File: config.mk
export PLATFORM = sky130hd
export DESIGN_NAME = sensor_reply_decode_store_unit
export DESIGN_NICKNAME = d
export VERILOG_FILES = /design/src/sv/srds_pkg.sv /design/src/sv/srds_front.sv /design/src/sv/srds_queue.sv /design/src/sv/srds_back.sv /design/src/sv/sensor_reply_decode_store_unit.sv
export VERILOG_INCLUDE_DIRS = /design/src /design/src/sv
export SDC_FILE = /design/constraint.sdc
export NUM_CORES = 1
export LEC_CHECK = 0
export ABC_AREA = 1
export BUFFER_PORTS_ARGS = -buffer_cell sky130_fd_sc_hd__buf_2
export CORE_UTILIZATION = 50
export DETAILED_ROUTE_END_ITERATION = 8
export GPL_TIMING_DRIVEN = 0
export HOLD_SLACK_MARGIN = 0.02
export PLACE_DENSITY = 0.67
export SETUP_SLACK_MARGIN = 0.4
export SYNTH_ARGS = -nofsm -noshare
export SYNTH_HDL_FRONTEND = slang
export SYNTH_HIERARCHICAL = 1
export SYNTH_SLANG_ARGS = --single-unit
File: constraint.sdc
create_clock -name clk -period 14.4 [get_ports clk]
set_input_delay 2.88 -clock clk [delete_from_list [all_inputs] [get_ports clk]]
set_output_delay 2.88 -clock clk [all_outputs]
set_load 0.1 [all_outputs]
File: src/sv/sensor_reply_decode_store_unit_macros.svh
// Assertion helpers for the block that checks its own control logic.
// The signals clk and rst must be visible where the macros are used.
`ifndef SENSOR_REPLY_DECODE_STORE_UNIT_MACROS_SVH
`define SENSOR_REPLY_DECODE_STORE_UNIT_MACROS_SVH

`ifndef SYNTHESIS

// Property that must hold in every cycle outside reset.
`define SRDS_ASSERT(label, prop, msg) \
  label: assert property (@(posedge clk) disable iff (rst) (prop)) else $error(msg);

// When the condition holds, the consequence must hold in the next cycle.
`define SRDS_ASSERT_NEXT(label, cond, conseq, msg) \
  label: assert property (@(posedge clk) disable iff (rst) (cond) |=> (conseq)) \
    else $error(msg);

`else

`define SRDS_ASSERT(label, prop, msg)
`define SRDS_ASSERT_NEXT(label, cond, conseq, msg)

`endif

`endif

File: src/sv/srds_pkg.sv
package srds_pkg;

  localparam int SLOTS         = 16;
  localparam int SLOT_W        = (SLOTS > 1) ? $clog2(SLOTS) : 1;
  localparam int HISTORY_DEPTH = 8;
  localparam int HIST_W        = (HISTORY_DEPTH > 1) ? $clog2(HISTORY_DEPTH) : 1;

  // Queue between the decoder and the store: depth is a power of two.
  localparam int QUEUE_AW    = 1;
  localparam int QUEUE_DEPTH = 1 << QUEUE_AW;

  localparam logic [7:0]  TYPE_U8  = 8'h10;
  localparam logic [7:0]  TYPE_S8  = 8'h11;
  localparam logic [7:0]  TYPE_U16 = 8'h12;
  localparam logic [7:0]  TYPE_S16 = 8'h13;
  localparam logic [7:0]  TYPE_U32 = 8'h14;
  localparam logic [7:0]  TYPE_S32 = 8'h15;
  localparam logic [7:0]  TYPE_F32 = 8'h16;

  localparam logic [15:0] FREE_CHANNEL = 16'hFFFF;

  typedef enum logic [1:0] {
    OUT_OK          = 2'd0,
    OUT_UNSUPPORTED = 2'd1,
    OUT_RANGE       = 2'd2,
    OUT_FAULT       = 2'd3
  } outcome_t;

  // One classified reply as it waits for the store.
  typedef struct packed {
    outcome_t           outcome;
    logic signed [15:0] value;
    logic [15:0]        channel;
    logic [7:0]         status;
    logic [31:0]        stamp;
  } entry_t;

  // One result word.
  typedef struct packed {
    outcome_t           outcome;
    logic signed [15:0] value;
    logic [3:0]         index;
    logic               written;
    logic               enter_error;
    logic               report;
  } result_t;

endpackage

File: src/sv/srds_front.sv
module srds_front
  import srds_pkg::*;
(
  input  logic        clk,
  input  logic        rst,
  input  logic        s_valid,
  output logic        s_ready,
  input  logic [7:0]  s_status,
  input  logic [15:0] s_channel,
  input  logic [7:0]  s_type,
  input  logic [31:0] s_raw,
  input  logic [31:0] s_time,
  output logic        q_push,
  output entry_t      q_entry,
  input  logic        q_full
);

  typedef enum logic [1:0] {F_IDLE, F_SCALE, F_CHECK} fstate_t;
  typedef enum logic [1:0] {K_INT, K_FLOAT, K_UNSUP, K_FAULT} kind_t;

  fstate_t state;

  logic [7:0]  status;
  logic [15:0] channel;
  logic [7:0]  vtype;
  logic [31:0] raw;
  logic [31:0] stamp;

  kind_t              kind;
  logic signed [37:0] prod;
  logic [7:0]         expo;
  logic               sign;
  logic               expo_max;

  // Scale stage: widen the value and multiply by ten with two shifts.
  logic [33:0]        ext;
  logic signed [37:0] ext38;
  logic signed [37:0] prod_int;
  logic [23:0]        mant;
  logic [27:0]        prod_flt;
  kind_t              kind_next;

  always_comb begin
    ext       = '0;
    kind_next = K_INT;
    if (status != 8'd0) begin
      kind_next = K_FAULT;
    end else begin
      case (vtype)
        TYPE_U8:  ext = {26'd0, raw[7:0]};
        TYPE_S8:  ext = {{26{raw[7]}}, raw[7:0]};
        TYPE_U16: ext = {18'd0, raw[15:0]};
        TYPE_S16: ext = {{18{raw[15]}}, raw[15:0]};
        TYPE_U32: ext = {2'd0, raw};
        TYPE_S32: ext = {{2{raw[31]}}, raw};
        TYPE_F32: kind_next = K_FLOAT;
        default:  kind_next = K_UNSUP;
      endcase
    end
    ext38    = {{4{ext[33]}}, ext};
    prod_int = (ext38 <<< 3) + (ext38 <<< 1);
    mant     = (raw[30:23] == 8'd0) ? {1'b0, raw[22:0]} : {1'b1, raw[22:0]};
    prod_flt = 28'({mant, 3'b000}) + 28'({mant, 1'b0});
  end

  // Check stage: shift the float product and test the range.
  logic [7:0]         shamt;
  logic [27:0]        mag;
  entry_t             entry;

  always_comb begin
    shamt         = 8'd150 - expo;
    mag           = (shamt >= 8'd28) ? 28'd0 : (prod[27:0] >> shamt[4:0]);
    entry.channel = channel;
    entry.status  = status;
    entry.stamp   = stamp;
    entry.outcome = OUT_OK;
    entry.value   = '0;
    case (kind)
      K_FAULT: entry.outcome = OUT_FAULT;
      K_UNSUP: entry.outcome = OUT_UNSUPPORTED;
      K_FLOAT: begin
        if (expo_max) begin
          entry.outcome = OUT_RANGE;
        end else if (prod == '0) begin
          entry.outcome = OUT_OK;
        end else if (expo >= 8'd150 || mag > 28'd32767) begin
          entry.outcome = OUT_RANGE;
        end else begin
          entry.value = sign ? -$signed({1'b0, mag[14:0]}) : $signed({1'b0, mag[14:0]});
        end
      end
      default: begin
        if (prod > 38'sd32767 || prod < -38'sd32767) begin
          entry.outcome = OUT_RANGE;
        end else begin
          entry.value = prod[15:0];
        end
      end
    endcase
  end

  assign s_ready = (state == F_IDLE);
  assign q_push  = (state == F_CHECK) && !q_full;
  assign q_entry = entry;

  always_ff @(posedge clk) begin
    if (rst) begin
      state <= F_IDLE;
    end else begin
      case (state)
        F_IDLE: begin
          if (s_valid) begin
            status  <= s_status;
            channel <= s_channel;
            vtype   <= s_type;
            raw     <= s_raw;
            stamp   <= s_time;
            state   <= F_SCALE;
          end
        end
        F_SCALE: begin
          kind     <= kind_next;
          prod     <= (kind_next == K_FLOAT) ? $signed({10'd0, prod_flt}) : prod_int;
          expo     <= (raw[30:23] == 8'd0) ? 8'd1 : raw[30:23];
          sign     <= raw[31];
          expo_max <= (raw[30:23] == 8'hFF);
          state    <= F_CHECK;
        end
        F_CHECK: begin
          if (!q_full) begin
            state <= F_IDLE;
          end
        end
        default: state <= F_IDLE;
      endcase
    end
  end

endmodule

File: src/sv/srds_queue.sv
module srds_queue
  import srds_pkg::*;
(
  input  logic   clk,
  input  logic   rst,
  input  logic   push,
  input  entry_t push_entry,
  output logic   full,
  input  logic   pop,
  output entry_t head,
  output logic   empty
);

  entry_t               mem [QUEUE_DEPTH];
  logic [QUEUE_AW-1:0]  wr_ptr;
  logic [QUEUE_AW-1:0]  rd_ptr;
  logic [QUEUE_AW:0]    count;

  assign full  = (count == (QUEUE_AW + 1)'(QUEUE_DEPTH));
  assign empty = (count == '0);
  assign head  = mem[rd_ptr];

  always_ff @(posedge clk) begin
    if (push) begin
      mem[wr_ptr] <= push_entry;
    end
  end

  always_ff @(posedge clk) begin
    if (rst) begin
      wr_ptr <= '0;
      rd_ptr <= '0;
      count  <= '0;
    end else begin
      if (push) begin
        wr_ptr <= wr_ptr + 1'b1;
      end
      if (pop) begin
        rd_ptr <= rd_ptr + 1'b1;
      end
      case ({push, pop})
        2'b10:   count <= count + 1'b1;
        2'b01:   count <= count - 1'b1;
        default: count <= count;
      endcase
    end
  end

endmodule

File: src/sv/srds_back.sv
`include "sensor_reply_decode_store_unit_macros.svh"

module srds_back
  import srds_pkg::*;
(
  input  logic    clk,
  input  logic    rst,
  input  logic    q_empty,
  input  entry_t  q_head,
  output logic    q_pop,
  output logic    m_valid,
  input  logic    m_ready,
  output result_t m_result
);

  typedef enum logic [1:0] {B_IDLE, B_WALK, B_DONE} bstate_t;

  bstate_t state;

  logic [15:0]       slot_channel [SLOTS];
  logic [15:0]       slot_value   [SLOTS];
  logic [7:0]        error_history [HISTORY_DEPTH];
  logic [HIST_W-1:0] history_pointer;
  logic [15:0]       fault_channel;
  logic [31:0]       last_fault_time;
  logic              report_flag;

  logic [SLOT_W-1:0] walk;
  result_t           pend;
  result_t           res;
  result_t           res_next;
  logic              res_valid;

  logic hit;
  logic finish;
  logic fault;

  assign hit    = (slot_channel[walk] == FREE_CHANNEL) || (slot_channel[walk] == q_head.channel);
  assign finish = (state == B_DONE) && (!res_valid || m_ready);
  assign fault  = (pend.outcome == OUT_FAULT);
  assign q_pop  = finish;

  assign m_valid  = res_valid;
  assign m_result = res;

  // The result word carries the report flag as it stands after this reply.
  always_comb begin
    res_next        = pend;
    res_next.report = report_flag | fault;
  end

  always_ff @(posedge clk) begin
    if (state == B_WALK && hit) begin
      slot_value[walk] <= q_head.value;
    end
    if (finish && fault) begin
      error_history[history_pointer] <= q_head.status;
    end
  end

  always_ff @(posedge clk) begin
    if (rst) begin
      state           <= B_IDLE;
      res_valid       <= 1'b0;
      report_flag     <= 1'b0;
      history_pointer <= '0;
      fault_channel   <= '0;
      last_fault_time <= '0;
      walk            <= '0;
      for (int i = 0; i < SLOTS; i++) begin
        slot_channel[i] <= FREE_CHANNEL;
      end
    end else begin
      if (finish) begin
        res_valid <= 1'b1;
      end else if (res_valid && m_ready) begin
        res_valid <= 1'b0;
      end
      case (state)
        B_IDLE: begin
          if (!q_empty) begin
            pend.outcome     <= q_head.outcome;
            pend.value       <= q_head.value;
            pend.index       <= '0;
            pend.written     <= 1'b0;
            pend.enter_error <= (q_head.outcome != OUT_OK);
            pend.report      <= 1'b0;
            walk             <= '0;
            state            <= (q_head.outcome == OUT_OK) ? B_WALK : B_DONE;
          end
        end
        B_WALK: begin
          if (hit) begin
            slot_channel[walk] <= q_head.channel;
            pend.index         <= 4'(walk);
            pend.written       <= 1'b1;
            state              <= B_DONE;
          end else if (walk == SLOT_W'(SLOTS - 1)) begin
            state <= B_DONE;
          end else begin
            walk <= walk + 1'b1;
          end
        end
        B_DONE: begin
          if (finish) begin
            res   <= res_next;
            state <= B_IDLE;
            if (fault) begin
              report_flag     <= 1'b1;
              fault_channel   <= q_head.channel;
              last_fault_time <= q_head.stamp;
              history_pointer <= (history_pointer == HIST_W'(HISTORY_DEPTH - 1)) ?
                                 '0 : history_pointer + 1'b1;
            end
          end
        end
        default: state <= B_IDLE;
      endcase
    end
  end

  `SRDS_ASSERT(a_walk_has_head, (state != B_WALK) || !q_empty, "slot walk without a queued reply")
  `SRDS_ASSERT(a_fail_clean, !res_valid || res.outcome == OUT_OK || (res.value == 16'sd0 && !res.written), "failed result carries a value or a slot")
  `SRDS_ASSERT(a_error_flag, !res_valid || (res.enter_error == (res.outcome != OUT_OK)), "error flag disagrees with outcome")
  `SRDS_ASSERT_NEXT(a_report_sticky, report_flag, report_flag, "report flag cleared outside reset")
  `SRDS_ASSERT(a_fault_reports, !res_valid || res.outcome != OUT_FAULT || res.report, "fault result without report request")

endmodule

File: src/sv/sensor_reply_decode_store_unit.sv
// Sensor reply decoder and channel value store. Each input word is one decoded
// sensor reply; each reply gives exactly one result word, in order. With a zero
// status the raw value is decoded by its type code (unsigned or signed 8, 16 or
// 32 bit, or IEEE single), scaled exactly to tenths (floats truncate toward
// zero) and checked against -32767..32767; a good value is written to the first
// of the sixteen channel slots that is free or already holds the channel, and a
// full table drops it with slot_written low. A nonzero status records the fault
// channel and time, pushes the status onto the error ring and raises the sticky
// report flag, which only reset clears. The decoder takes one reply at a time
// (capture, multiply by ten, shift and range check), waits while the queue is
// full, and hands it to a two-entry queue; the store finishes a fault or a
// rejected value without a walk and walks the table for a good one, one slot
// a cycle. The result sits in an output register, so the decoder keeps taking
// replies while a result waits to be taken, until the queue fills.
module sensor_reply_decode_store_unit
  import srds_pkg::*;
(
  input  logic        clk,
  input  logic        rst,
  input  logic        s_axis_tvalid,
  output logic        s_axis_tready,
  // [7:0] status_code, [23:8] channel, [55:24] value_bytes, [87:56] now_time
  input  logic [87:0] s_axis_tdata,
  // [7:0] value_type
  input  logic [7:0]  s_axis_tuser,
  output logic        m_axis_tvalid,
  input  logic        m_axis_tready,
  // [15:0] scaled_value, [19:16] slot_index, [20] slot_written,
  // [21] enter_error, [22] report_pending, [23] zero
  output logic [23:0] m_axis_tdata,
  // [1:0] outcome
  output logic [1:0]  m_axis_tuser
);

  // Decoder to queue, and queue to store.
  logic    q_push;
  entry_t  q_in;
  logic    q_full;
  logic    q_pop;
  entry_t  q_head;
  logic    q_empty;
  result_t result;

  srds_front u_front (
    .clk       (clk),
    .rst       (rst),
    .s_valid   (s_axis_tvalid),
    .s_ready   (s_axis_tready),
    .s_status  (s_axis_tdata[7:0]),
    .s_channel (s_axis_tdata[23:8]),
    .s_type    (s_axis_tuser),
    .s_raw     (s_axis_tdata[55:24]),
    .s_time    (s_axis_tdata[87:56]),
    .q_push    (q_push),
    .q_entry   (q_in),
    .q_full    (q_full)
  );

  srds_queue u_queue (
    .clk        (clk),
    .rst        (rst),
    .push       (q_push),
    .push_entry (q_in),
    .full       (q_full),
    .pop        (q_pop),
    .head       (q_head),
    .empty      (q_empty)
  );

  srds_back u_back (
    .clk      (clk),
    .rst      (rst),
    .q_empty  (q_empty),
    .q_head   (q_head),
    .q_pop    (q_pop),
    .m_valid  (m_axis_tvalid),
    .m_ready  (m_axis_tready),
    .m_result (result)
  );

  // Result word packing, highest field first.
  assign m_axis_tdata = {1'b0, result.report, result.enter_error, result.written,
                         result.index, result.value};
  assign m_axis_tuser = result.outcome;

endmodule
==> flow_summary.json <==
{
  "outcome": "finished clean",
  "worst-path-buf-inv": 3,
  "cpPeakStageDelay_ps": 580,
  "start_kind": "flip-flop",
  "start_util_pct": 50.8,
  "power_frac_comb_pct": 9.8,
  "ant_nets": 0,
  "multi_input_comb_area_mm2": 0.0106,
  "fin_skew_ps": 60.6,
  "place_congestion": 1.02,
  "sw_frac_of_total_pct": 25.3,
  "path_max_fanout": 10,
  "fin_area_mm2": 0.0308,
  "cts_resized": 0,
  "postSynthAreaPerCell_um2": 8.95,
  "antenna_found_initial": 2,
  "required_ps": 14740,
  "fp.coreArea_mm2": 0.0541,
  "placementRows": 85,
  "cts.sinks": 504,
  "cts_buffers": 54,
  "yosysWarnings": 6,
  "die_h_um": 237,
  "seqPwrFrac_pct": 48.9,
  "holdCritStartpoint": "u_front/channel[6]",
  "drt_iter0_drc": 2512,
  "crit_arrival_ps": 5540,
  "setup_tns_ps": 0,
  "switchingPower_uw": 856,
  "ioPinCount": 128,
  "via_per_inst": 5.85,
  "drive_gt1_share_pct": 11.0,
  "fp.dieW_um": 237,
  "final-seq-area_mm2": 0.0149,
  "relSlewSlack_pct": 16.1,
  "gr-usage-all-layers_pct": 32.9,
  "grt.overflow.total": 0,
  "stdcell_count": 3974,
  "syn_inst": 3074,
  "cts_tree": "yes",
  "hold_viol_final": 0,
  "rsz0062_at_grt": "no",
  "insertion_delay_ps": 650,
  "p_int_uw": 2530,
  "p_leak_uw": 0.0123,
  "wl_mm": 92.2,
  "slew_viol_final": 0,
  "busiest_layer": "met2",
  "syn_area_mm2": 0.0275,
  "fillers": 4866,
  "htreeDepth": 2,
  "fin_crit_sh_pct": 36.1,
  "nets": 3398,
  "drc": 0,
  "crit_path_start": "u_front/vtype[5]",
  "max_freq_ghz": 0.192,
  "path_common_cell": "nand3_1",
  "avgRoutedWirePerCell_um": 23.2,
  "path_class": "flip-flop to flip-flop",
  "grt_pass1_vias": 22400,
  "grt_max_degree": 38,
  "r2r-start": "u_front/vtype[5]",
  "firstDrtPassIters": 5,
  "dpl.cell_count": 3872,
  "grt_use_met1_pct": 41.2,
  "hold_buffers": 0,
  "cp_cell_sequence": "nor4_2 > nand3_1 > a21oi_2 > inv_2 > buf_2 > nor2_1 > ha_1 > inv_1 > fa_1 > o21ai_0 > a21o_1 > a21oi_1 > o21ai_0 > nand3_1 > nand3_1 > nand2_1 > nand3_1 > nand2_1",
  "worstSetupEndpointType": "flip-flop",
  "irDropWorstVdd_mv": 0.141,
  "vias": 23300,
  "dp_hpwl_mm": 67.3,
  "grt_pass1_wl_mm": 136,
  "cts_setup_buffers": 0,
  "portBuffers": 94,
  "tightest_slew_ps": 1240,
  "cp_slowest_cell": "a21oi_2",
  "die-area_mm2": 0.0559,
  "path_delay_family": "compound AO/OA/AOI/OAI gates",
  "worstHoldPathType": "flip-flop to flip-flop",
  "p_per_area_mw_per_mm2": 110,
  "setup-violations-final": 0,
  "utilization_pct": 56.9,
  "grtUsageMet3_pct": 6.82,
  "pwr-share-clk_pct": 41.2,
  "period_minus_slack_ps": 5200,
  "cts-root-buf": "clkbuf_16",
  "use_met2_pct": 54.3,
  "placed_area_mm2": 0.0290,
  "syn_to_final_growth_pct": 12.0,
  "syn_nets": 3240,
  "cap_violations": 0,
  "cts.path.max_buffers": 3,
  "clk_pin_slew_ps": 70
}
## per-layer routing
layer,part of all wire (%),wire (um),vias up
met2,46,42800,1207
met3,9.9,9150,240
met4,5.4,4940,2
li1,-,-,10800
met1,38,35300,11000
met5,0.013,12,-
## area by class of cell
cell class,count,share of cell area [%]
Buffer,178,3.03
Multi-Input combinational cell,2103,34.3
Inverter,289,3.56
Antenna cell,1,0.00813
Sequential cell,504,48.5
Tap cell,696,2.83
Clock buffer,65,4.52
Timing Repair Buffer,102,1.96
Clock inverter,36,1.27
## stage by stage
step	setup slack, ps	hold slack (ps)	total power [uW]
6_report	9200	393	3390
5_1_grt	8810	404	3490
4_1_cts	9300	399	3400
3_5_place_dp	8750	406	2020
3_3_place_gp	6620	401	2010
2_1_floorplan	8210	400	1900
## placed cells by master (no fill, tap or decap), drive strengths merged, types with 19 or more instances in the layout
master,instances
a21oi,113
buf,197
clkbuf,148
clkinv,42
dfxtp,19
edfxtp,485
ha,64
inv,273
mux2,34
nand2,825
nand3,610
nand4,28
nor2,192
nor3,22
o21ai,121
## sequential cells by signal, indices dropped and copies added, names as in the netlist, 4 cells and up, named ones only
name                 count
u_back/slot_channel    256
u_queue/mem             68
u_front/prod            36
u_front/raw             32
u_back/m_result         25
u_back/pend             24
u_front/channel         16
u_front/expo             8
u_front/status           8
u_front/vtype            8
u_back/walk              4
## worst paths after layout
path | end | slack, ps | cells after the start
min reg2reg | u_queue/mem[1][46] | 390 | 0
max reg2reg | u_front/prod[27] | 9200 | 18
min | u_queue/mem[1][46] | 390 | 0
max | u_front/prod[27] | 9200 | 18
## power by group through the flow
stage	registers, uW	clock network, uW	logic [uW]
2_1_floorplan	1720	0	185
3_3_place_gp	1690	0	316
3_5_place_dp	1690	0	328
4_1_cts	1660	1420	329
5_1_grt	1660	1470	355
6_report	1660	1400	333
Note: power is estimated with default switching activity, not from simulation.
